## src/rtl/dsc_pkg.sv

```systemverilog
// Shared types and constants for the dilated strided 1D convolution block.
// No dependencies; used by dsc_window and dilated_strided_conv1d_top.
package dsc_pkg;

  // defaults for the top-level parameters
  localparam int TAPS_DEF         = 3;
  localparam int MAX_DILATION_DEF = 8;
  localparam int SAMPLE_BITS_DEF  = 16;

  localparam int NUM_COEF  = 5;
  localparam int COEF_W    = 16;
  localparam int CFG_W     = 16;
  localparam int CFG_IDX_W = 3;
  localparam int SPACE_W   = 4;
  localparam int OUT_W     = 40;
  localparam int MAX_STEP  = 8;

  // register indexes on the configuration port
  localparam logic [CFG_IDX_W-1:0] REG_COEF_0 = 3'd0;
  localparam logic [CFG_IDX_W-1:0] REG_COEF_4 = 3'd4;
  localparam logic [CFG_IDX_W-1:0] REG_STEP   = 3'd5;
  localparam logic [CFG_IDX_W-1:0] REG_DIL    = 3'd6;

  // what the window logic reports for the sample being taken in
  typedef struct packed {
    logic emit;   // sample completes an output window
    logic last;   // sample ends the sequence
  } win_ctl_t;

endpackage

```

## src/rtl/dsc_window.sv

```systemverilog
// Delay line, window fill and stride counters, and per-tap sample selection.
// Depends on dsc_pkg.
module dsc_window #(
  parameter int TAPS         = dsc_pkg::TAPS_DEF,
  parameter int MAX_DILATION = dsc_pkg::MAX_DILATION_DEF,
  parameter int SAMPLE_BITS  = dsc_pkg::SAMPLE_BITS_DEF
) (
  input  logic                              clk,
  input  logic                              rst_n,
  input  logic                              shift_en,
  input  logic signed [SAMPLE_BITS-1:0]     sample,
  input  logic                              last,
  input  logic [dsc_pkg::SPACE_W-1:0]       step_size,
  input  logic [dsc_pkg::SPACE_W-1:0]       tap_spacing,
  output logic signed [SAMPLE_BITS-1:0]     tap_o [TAPS],
  output dsc_pkg::win_ctl_t                 ctl
);

  localparam int LINE_DEPTH = MAX_DILATION * (TAPS - 1) + 1;
  localparam int SEEN_W     = $clog2(LINE_DEPTH + 1);
  localparam int DIL_W      = $clog2(MAX_DILATION + 1);

  logic signed [SAMPLE_BITS-1:0] line_r     [LINE_DEPTH];
  logic signed [SAMPLE_BITS-1:0] line_shift [LINE_DEPTH];
  logic [SEEN_W-1:0]             seen_r, seen_nxt, span;
  logic [2:0]                    phase_r, phase_nxt, phase_eff;
  logic [3:0]                    phase_p1;
  logic [dsc_pkg::SPACE_W-1:0]   s_eff;
  logic [DIL_W-1:0]              d_eff;
  logic                          win_full;

  always_comb begin
    if (step_size == '0) begin
      s_eff = dsc_pkg::SPACE_W'(1);
    end else if (int'(step_size) > dsc_pkg::MAX_STEP) begin
      s_eff = dsc_pkg::SPACE_W'(dsc_pkg::MAX_STEP);
    end else begin
      s_eff = step_size;
    end
    if (tap_spacing == '0) begin
      d_eff = DIL_W'(1);
    end else if (int'(tap_spacing) > MAX_DILATION) begin
      d_eff = DIL_W'(MAX_DILATION);
    end else begin
      d_eff = DIL_W'(tap_spacing);
    end
  end

  assign span = SEEN_W'(int'(d_eff) * (TAPS - 1) + 1);

  // fill count saturates at the current span
  assign seen_nxt = (seen_r >= span) ? span : SEEN_W'(seen_r + 1'b1);
  assign win_full = (seen_nxt == span);

  // phase left over from a wider stride wraps to zero
  assign phase_eff = ({1'b0, phase_r} >= s_eff) ? 3'd0 : phase_r;
  assign phase_p1  = {1'b0, phase_eff} + 4'd1;
  assign phase_nxt = (phase_p1 >= s_eff) ? 3'd0 : phase_p1[2:0];

  assign ctl.emit = win_full && (phase_eff == 3'd0);
  assign ctl.last = last;

  always_comb begin
    line_shift[0] = sample;
    for (int i = 1; i < LINE_DEPTH; i++) begin
      line_shift[i] = line_r[i-1];
    end
  end

  // tap j sits d*(TAPS-1-j) samples back; one fixed position per dilation
  always_comb begin
    for (int j = 0; j < TAPS; j++) begin
      tap_o[j] = '0;
      for (int k = 1; k <= MAX_DILATION; k++) begin
        if (d_eff == DIL_W'(k)) begin
          tap_o[j] = line_shift[k * (TAPS - 1 - j)];
        end
      end
    end
  end

  always_ff @(posedge clk) begin
    if (!rst_n) begin
      for (int i = 0; i < LINE_DEPTH; i++) begin
        line_r[i] <= '0;
      end
      seen_r  <= '0;
      phase_r <= '0;
    end else if (shift_en) begin
      if (last) begin
        for (int i = 0; i < LINE_DEPTH; i++) begin
          line_r[i] <= '0;
        end
        seen_r  <= '0;
        phase_r <= '0;
      end else begin
        for (int i = 0; i < LINE_DEPTH; i++) begin
          line_r[i] <= line_shift[i];
        end
        seen_r <= seen_nxt;
        if (win_full) begin
          phase_r <= phase_nxt;
        end
      end
    end
  end

  property p_fill_bounded;
    @(posedge clk) disable iff (!rst_n)
      $past(shift_en) && !$past(last) |-> seen_r <= SEEN_W'(LINE_DEPTH);
  endproperty
  a_fill_bounded: assert property (p_fill_bounded)
    else $error("window fill count beyond delay line depth");

  property p_last_clears;
    @(posedge clk) disable iff (!rst_n)
      shift_en && last |=> seen_r == '0 && phase_r == '0;
  endproperty
  a_last_clears: assert property (p_last_clears)
    else $error("counters not cleared after end of sequence");

  property p_phase_in_range;
    @(posedge clk) disable iff (!rst_n)
      shift_en && win_full && !last |=> {1'b0, phase_r} < $past(s_eff);
  endproperty
  a_phase_in_range: assert property (p_phase_in_range)
    else $error("stride phase outside stride");

endmodule

```

## src/rtl/dilated_strided_conv1d_top.sv

```systemverilog
// Dilated strided 1D convolution: config registers, multiply-accumulate, output register.
// Depends on dsc_pkg and dsc_window.
//
// Usage:
//   Samples enter on in_valid/in_ready with in_sample and in_last_sample.
//   Results leave on out_valid/out_ready with out_conv_value, out_has_value
//   and out_sequence_end. A sample gives a result when it completes an output
//   window (windows start step_size samples apart, 0 as 1, capped at MAX_STEP,
//   once the span is filled) or when it is marked last; the last sample always
//   gives one result with out_sequence_end set, and then the delay line and
//   counters are cleared. Coefficients, stride and dilation are written on
//   cfg_we/cfg_index/cfg_data and take effect on the next sample.
//   A result is on out_valid the cycle after its sample transfer
//   (tap select, TAPS parallel multiplies and the sum feed the output register
//   directly). Throughput: one sample per cycle while no result waits on a stall.
//   When the receiver stalls with a result waiting, in_ready drops until that
//   result transfers; samples that give no result still load the output data
//   registers but leave out_valid low.
//   Reset (rst_n low, synchronous) clears coefficients to 0, stride and
//   dilation to 1, the delay line and the output valid flag.
module dilated_strided_conv1d_top #(
  parameter int TAPS         = dsc_pkg::TAPS_DEF,
  parameter int MAX_DILATION = dsc_pkg::MAX_DILATION_DEF,
  parameter int SAMPLE_BITS  = dsc_pkg::SAMPLE_BITS_DEF
) (
  input  logic                                clk,
  input  logic                                rst_n,
  input  logic                                in_valid,
  output logic                                in_ready,
  input  logic signed [SAMPLE_BITS-1:0]       in_sample,
  input  logic                                in_last_sample,
  output logic                                out_valid,
  input  logic                                out_ready,
  output logic signed [dsc_pkg::OUT_W-1:0]    out_conv_value,
  output logic                                out_has_value,
  output logic                                out_sequence_end,
  input  logic                                cfg_we,
  input  logic [dsc_pkg::CFG_IDX_W-1:0]       cfg_index,
  input  logic [dsc_pkg::CFG_W-1:0]           cfg_data
);

  localparam int PROD_W = SAMPLE_BITS + dsc_pkg::COEF_W;
  localparam int SUM_W  = (PROD_W + 3 > dsc_pkg::OUT_W) ? PROD_W + 3 : dsc_pkg::OUT_W;

  logic signed [dsc_pkg::COEF_W-1:0] coef_r [dsc_pkg::NUM_COEF];
  logic [dsc_pkg::SPACE_W-1:0]       step_r, dil_r;

  logic signed [SAMPLE_BITS-1:0] tap  [TAPS];
  logic signed [PROD_W-1:0]      prod [TAPS];
  logic signed [SUM_W-1:0]       sum;
  dsc_pkg::win_ctl_t             ctl;

  logic out_valid_r, out_has_value_r, out_sequence_end_r;
  logic signed [dsc_pkg::OUT_W-1:0] out_conv_value_r;
  logic in_xfer;

  // configuration registers
  always_ff @(posedge clk) begin
    if (!rst_n) begin
      for (int i = 0; i < dsc_pkg::NUM_COEF; i++) begin
        coef_r[i] <= '0;
      end
      step_r <= dsc_pkg::SPACE_W'(1);
      dil_r  <= dsc_pkg::SPACE_W'(1);
    end else if (cfg_we) begin
      case (cfg_index)
        dsc_pkg::REG_STEP: step_r <= cfg_data[dsc_pkg::SPACE_W-1:0];
        dsc_pkg::REG_DIL:  dil_r  <= cfg_data[dsc_pkg::SPACE_W-1:0];
        default: begin
          if (cfg_index <= dsc_pkg::REG_COEF_4) begin
            coef_r[cfg_index] <= cfg_data[dsc_pkg::COEF_W-1:0];
          end
        end
      endcase
    end
  end

  // a waiting result blocks the input until it transfers
  assign in_ready = !out_valid_r || out_ready;
  assign in_xfer  = in_valid && in_ready;

  dsc_window #(
    .TAPS         (TAPS),
    .MAX_DILATION (MAX_DILATION),
    .SAMPLE_BITS  (SAMPLE_BITS)
  ) u_window (
    .clk         (clk),
    .rst_n       (rst_n),
    .shift_en    (in_xfer),
    .sample      (in_sample),
    .last        (in_last_sample),
    .step_size   (step_r),
    .tap_spacing (dil_r),
    .tap_o       (tap),
    .ctl         (ctl)
  );

  always_comb begin
    sum = '0;
    for (int j = 0; j < TAPS; j++) begin
      prod[j] = tap[j] * coef_r[j];
      sum     = sum + SUM_W'(prod[j]);
    end
  end

  // output register
  always_ff @(posedge clk) begin
    if (!rst_n) begin
      out_valid_r <= 1'b0;
    end else if (in_ready) begin
      out_valid_r <= in_xfer && (ctl.emit || ctl.last);
    end
  end

  always_ff @(posedge clk) begin
    if (in_xfer) begin
      out_has_value_r    <= ctl.emit;
      out_sequence_end_r <= ctl.last;
      out_conv_value_r   <= ctl.emit ? sum[dsc_pkg::OUT_W-1:0] : '0;
    end
  end

  assign out_valid        = out_valid_r;
  assign out_conv_value   = out_conv_value_r;
  assign out_has_value    = out_has_value_r;
  assign out_sequence_end = out_sequence_end_r;

  property p_result_has_reason;
    @(posedge clk) disable iff (!rst_n)
      out_valid_r |-> out_has_value_r || out_sequence_end_r;
  endproperty
  a_result_has_reason: assert property (p_result_has_reason)
    else $error("result without value and without end marker");

  property p_empty_value_zero;
    @(posedge clk) disable iff (!rst_n)
      out_valid_r && !out_has_value_r |-> out_conv_value_r == '0;
  endproperty
  a_empty_value_zero: assert property (p_empty_value_zero)
    else $error("nonzero value on a result without value");

  property p_stalled_result_holds;
    @(posedge clk) disable iff (!rst_n)
      out_valid_r && !out_ready |=> out_valid_r && $stable(out_conv_value_r) &&
                                    $stable(out_has_value_r) && $stable(out_sequence_end_r);
  endproperty
  a_stalled_result_holds: assert property (p_stalled_result_holds)
    else $error("waiting result changed under stall");

  property p_ready_when_empty;
    @(posedge clk) disable iff (!rst_n)
      !out_valid_r |-> in_ready;
  endproperty
  a_ready_when_empty: assert property (p_ready_when_empty)
    else $error("input stalled with empty output register");

endmodule
```

## config.mk

```make
export PLATFORM = sky130hd
export DESIGN_NAME = dilated_strided_conv1d_top
export DESIGN_NICKNAME = d
export VERILOG_FILES = /design/src/rtl/dsc_pkg.sv /design/src/rtl/dsc_window.sv /design/src/rtl/dilated_strided_conv1d_top.sv
export SDC_FILE = /design/constraint.sdc
export NUM_CORES = 2
export LEC_CHECK = 0
export ABC_CLOCK_PERIOD_IN_PS = 14800
export BUFFER_PORTS_ARGS = -buffer_cell sky130_fd_sc_hd__buf_2
export CAP_MARGIN = 0
export CORE_MARGIN = 5
export CORE_UTILIZATION = 60
export DETAILED_ROUTE_END_ITERATION = 10
export HOLD_SLACK_MARGIN = 0.12
export PLACE_DENSITY_LB_ADDON = 0.05
export SETUP_SLACK_MARGIN = 0.2
export SLEW_MARGIN = 20
export SYNTH_ARGS = -nofsm -noshare
export SYNTH_HDL_FRONTEND = slang
export SYNTH_SLANG_ARGS = --single-unit
```

## constraint.sdc

```tcl
create_clock -name clk -period 14.8 [get_ports clk]
set_input_delay 4.44 -clock clk [delete_from_list [all_inputs] [get_ports clk]]
set_output_delay 4.44 -clock clk [all_outputs]
set_load 0.05 [all_outputs]
```

=== Word-level counts from Yosys, hierarchy flattened ===
Memory sizes are Yosys's and may differ from the RTL's.
Cells that the tools add are included.

* $add $sub $neg: 5
* $mul: 3
* Magnitude comparators: 6
* Eq/ne operators: 11
* Mux-type cells: 85
* Bitwise logic cells: 34
* Reduce and logical (&&, ||, !) cells: 15

{| class="wikitable"
|+ Operators by type and width
! kind !! count
|-
| two-way mux 16 bit || 59
|-
| multiplier 16 x 16 -> 32 bit || 3
|-
| adder 33 x 32 -> 34 bit || 1
|-
| OR 1 bit || 34
|-
| adder 32 x 32 -> 33 bit || 1
|-
| equality test 4 x 3 -> 1 bit (second input constant) || 4
|-
| two-way mux 4 bit || 4
|-
| OR reduction 16 bit || 1
|-
| two-way mux 1 bit || 15
|-
| two-way mux 3 bit || 5
|-
| adder 5 x 1 -> 5 bit (second input constant) || 2
|-
| two-way mux 5 bit || 2
|-
| equality test 4 x 2 -> 1 bit (second input constant) || 2
|-
| greater-than comparator 4 bit (second input constant) || 2
|-
| zero test 4 bit || 2
|-
| equality test 3 bit (second input constant) || 2
|-
| AND reduction 2 bit || 3
|-
| equality test 5 bit || 1
|-
| >= comparator 5 bit || 1
|-
| adder 3 x 1 -> 4 bit (second input constant) || 1
|-
| equality test 4 x 1 -> 1 bit (second input constant) || 1
|-
| equality test 4 bit (second input constant) || 1
|-
| >= comparator 3 x 4 -> 1 bit || 1
|-
| >= comparator 4 bit || 1
|-
| 7 further kinds || 10
|}

* Bits in registers: 59
* Memory bits (writable): 352
* Output and inout port bits: 44
* Memories: 2

{| class="wikitable"
|+ Memories
! memory !! depth !! bits a word !! read ports !! clocked after Yosys merged registers in !! write ports !! line !! text
|-
| u_window.line_r || 17 || 16 || 16 || 0 || 17 || dsc_window.sv:23 || <nowiki>logic signed [SAMPLE_BITS-1:0] line_r [LINE_DEPTH];</nowiki>
|-
| coef_r || 5 || 16 || 3 || 0 || 5 || dilated_strided_conv1d_top.sv:45 || <nowiki>logic signed [dsc_pkg::COEF_W-1:0] coef_r [dsc_pkg::NUM_COEF];</nowiki>
|}

=== Longest topological paths before layout ===
* Depth in word-level cells: 15
* Depth in mapped cells: 38
* Depth with buffers taken out: 36

=== Cells and area by module ===
A second synthesis with hierarchy kept.

* Cell total of the unflattened synthesis: 4443
* Area, all modules: 46229.3 sq um

{| class="wikitable"
|+ Modules (own cells, without submodules)
! module !! instances !! cells each !! area an instance (sq um)
|-
| dilated_strided_conv1d_top || 1 || 3444 || 34104.0
|-
| dsc_window || 1 || 999 || 12125.4
|}

=== Least setup slack after synthesis ===
OpenSTA, ideal clock, no wires.

* Path type: input to register
* Start: input port in_sample[15]
* End: register out_conv_value_r (netlist bit out_conv_value[26]), data pin
* Arrival time: 11.884 ns
* Setup slack: 2.660 ns
* Cell stages on the path: 25
* Path buffers: 1
* Cells stage by stage: clkbuf_1 > nand2_1 > fa_1 > inv_1 > fa_1 > fa_1 > inv_1 > fa_1 > inv_1 > fa_1 > fa_1 > fa_1 > fa_1 > inv_1 > fa_1 > inv_1 > ha_1 > and2_1 > a2111o_1 > a41o_1 > o21bai_1 > o21ai_0 > a31oi_1 > xor2_1 > nor2_1

* Cells in the longest elaborated chain, start to end: 10

{| class="wikitable"
|+ Ends and longest elaborated chain
! what !! line !! text
|-
| from (decl) || dilated_strided_conv1d_top.sv:30 || <nowiki>input logic signed [SAMPLE_BITS-1:0] in_sample,</nowiki>
|-
| two-way mux 16 bit (7 in a row) || dsc_window.sv:75 || <nowiki>if (d_eff == DIL_W'(k)) begin</nowiki>
|-
| two-way mux 16 bit * || dsc_window.sv:75 ||
|-
| multiplier 16 x 16 -> 32 bit * || dilated_strided_conv1d_top.sv:101 || <nowiki>prod[j] = tap[j] * coef_r[j];</nowiki>
|-
| adder 33 x 32 -> 34 bit * || dilated_strided_conv1d_top.sv:102 || <nowiki>sum = sum + SUM_W'(prod[j]);</nowiki>
|-
| to (signal assigned) || dilated_strided_conv1d_top.sv:119 || <nowiki>out_conv_value_r <= ctl.emit ? sum[dsc_pkg::OUT_W-1:0] : '0;</nowiki>
|-
| to (decl) || dilated_strided_conv1d_top.sv:54 || <nowiki>logic signed [dsc_pkg::OUT_W-1:0] out_conv_value_r;</nowiki>
|}

Mark *: on every way between the ends. The rest lies on a longest branch, timed or not.
A chain may end at the register's enable or synchronous reset.

=== Worst setup path after layout ===
* Start: input port in_sample[15]
* End: register out_conv_value_r (netlist bit out_conv_value[38]), data pin

Same word-level chain as after synthesis.

==> results.py <==
metrics = {
    "grt": {
        "track_usage": 0.294,
        "grt_pass1_wl_um": 184000,
        "grt_overflow_total": 0,
        "grt_max_degree": 120,
        "grt_pass1_vias": 31531,
        "antenna_found_initial": 11,
    },
    "final_layout": {
        "final_common_cell": "inv_1",
        "mostFrequentLayoutCells": "1,062 x inv_1, 932 x fa_1, 602 x and2_1",
        "fin_util": 0.637,
        "syn_to_final_growth_pct": 5.52,
        "final_layout_size_suffix_gt1_frac": 0.0478,
        "nets": 5532,
        "fin_area_um2": 48300,
    },
    "floorplan": {
        "core_um2": 75800,
        "rows": 101,
        "fp.dieArea_um2": 82000,
        "io_pins": 85,
        "die_x_um": 286,
        "initial_utilization": 0.604,
        "die_h_um": 286,
    },
    "critical_path": {
        "startpoint": "in_sample[15]",
        "crit_slowest_cell": "fa_1",
        "startpoint_type": "input port",
        "ff2ff_path_depth": 35,
        "critical_path.endpoint": "out_conv_value[38]",
        "rr_endpoint": "out_conv_value[38]",
        "reg2reg_slack_ns": 3.85,
        "path_class": "in -> reg",
        "end_kind": "flip-flop",
        "critPathArrivalTime_ns": 12.54,
        "crit_fanout": 17,
        "max_stage_delay_ns": 0.74,
        "cp_common_cell": "fa_1",
        "r2r_start": "dil_r[3]",
        "cp.required_ns": 15.11,
    },
    "clock_tree": {
        "post_cts_buffers": 0,
        "path_clk_slew_ns": 0.06,
        "post_cts_resized": 0,
        "cts_hold_buf": 0,
        "cts-root-to-sink-buffers": 3,
        "worstSkewPairLatency_ns": 0.58,
        "cts-root-buf": "clkbuf_16",
        "htree_levels": 2,
        "cts_tree": "built",
        "clkSinkCount": 357,
        "cts_made_buffers": 39,
    },
    "routing": {
        "vias": 29306,
        "drc": 0,
        "ant_nets": 0,
        "wl_um": 115000,
        "dr.pass1.iters": 8,
        "drt_iter0_drc": 2515,
        "wl_per_cell_um": 21.5,
        "via_per_inst": 5.47,
    },
    "synth": {
        "async_flop_share": 0,
        "synthFlopType": "edfxtp_1",
        "yosys.area.top_type": "fa_1",
        "synthesis.nets": 5543,
        "synth_top_area_frac": 0.407,
        "syn_inst": 4355,
        "seq_area_frac_synth": 0.230,
        "yosys_warnings": 0,
        "synth_area_leaders": "fa_1 41%, edfxtp_1 22%, inv_1 8.7%, and2_1 8.2%, ha_1 5.9%",
        "ys_ff_latch": 357,
        "syn-mean-instance-area_um2": 10.5,
        "synth_cell_type_count": 67,
        "synth_area_um2": 45800,
        "synth-edff-count": 340,
    },
    "placement": {
        "pre_cts_slack_ns": 1.88,
        "portBuffers": 84,
        "hpwl_um": 90200,
        "placed_area_um2": 47100,
        "gp_congestion": 0.933,
    },
    "sta": {
        "setup_viol": 0,
        "tightest_slew_ns": 1.15,
        "finalSetupTns_ns": 0,
        "fin_ws_ns": 2.57,
        "slew_headroom": 0.234,
        "fin_crit_sh": 0.826,
        "skew_ns": 0.0312,
        "drv_slew": 0,
        "rsz0062_at_grt": "no",
        "hold_violations": 0,
        "fin_crit_ns": 12.23,
        "clock.fmax_mhz": 81.8,
    },
    "worst_hold_path": {
        "holdCritPathClass": "reg -> reg",
    },
    "run_status": {
        "outcome": "finished, final reports clean",
    },
    "run": {
        "maxCapViolCount": 0,
    },
}
[state kept, by name (all words and copies together), names as in the netlist, 3 cells and up]
register          flops
dil_r                 4
u_window.line_r     256
out_conv_value       34
u_window.phase_r      3
coef_r               48
step_r                4
u_window.seen_r       5
[worst min path at each step]
| stage | start | endpoint | slack, ns | cells after the start |
|---|---|---|---|---|
| floorplan | step_r[0] | step_r[0] | 0.45 | 2 |
| global placement | step_r[0] | step_r[0] | 0.46 | 2 |
| detailed placement | step_r[0] | step_r[0] | 0.46 | 2 |
| CTS | step_r[0] | step_r[0] | 0.48 | 2 |
| global route | step_r[0] | step_r[0] | 0.52 | 2 |
| finish | step_r[0] | step_r[0] | 0.47 | 2 |
[routing by layer]
metal,vias up,global-route usage,wire length (um),share of wire
li1,13012,-,-,-
met1,15113,0.416,47900,0.42
met2,1006,0.470,54100,0.47
met3,173,0.0595,9280,0.081
met4,2,0.0834,3790,0.033
met5,-,0,7,0.000061
[worst max-delay path, delay by kind of cell]
kind            cells  cell delay (ns)
simple gates        3             0.90
xor+xnor            1             0.20
compound gates      5             1.32
buf+inv             6             0.60
fa+ha+maj          10             5.06
[through the flow]
step           hold WS, ns  instances
2_1_floorplan        0.445       4355
3_3_place_gp         0.462       5281
3_5_place_dp         0.463       5281
4_1_cts              0.479       5351
5_1_grt              0.522       5351
6_report             0.474       5353
[cells by family (layout without fill, tap and decap cells)]
logic type / count (synthesis) / in the layout / share of synthesized area
XOR/XNOR: 54 / 54 / 0.0106
AO/OA/AOI/OAI: 261 / 261 / 0.0404
multiplexers: 9 / 9 / 0.00197
adder cells (fa/ha/maj): 1147 / 1147 / 0.466
other: 0 / 2 / 0
flip-flops: 357 / 357 / 0.230
AND/OR/NAND/NOR: 1283 / 1283 / 0.147
buffers and inverters: 1244 / 1262 / 0.104
[final cells by class]
class	count	area, um2
fillers	6201	27500
clock inverters	23	220
clock buffers	47	1010
inverters	1066	4010
flip-flops and latches	357	10600
diodes	2	5.00
repair buffers	126	736
well taps	978	1220
multi-input cells	2754	30600
[cell usage after synthesis, types with 10 or more instances]
cell	count
a21o_1	11
a21oi_1	55
a222oi_1	30
a22oi_1	42
and2_1	602
buf_2	41
clkbuf_1	124
dfxtp_1	17
edfxtp_1	340
fa_1	932
ha_1	215
inv_1	1064
nand2_1	457
nand2b_1	32
nand3_1	30
nand4_1	10
nor2_1	72
nor2b_1	28
o21ai_0	39
o21ai_1	12
xnor2_1	36
xor2_1	17
Power is left out: the tool's default activity adds up to more than one toggle a clock period on the data nets, which glitch-free logic cannot reach.
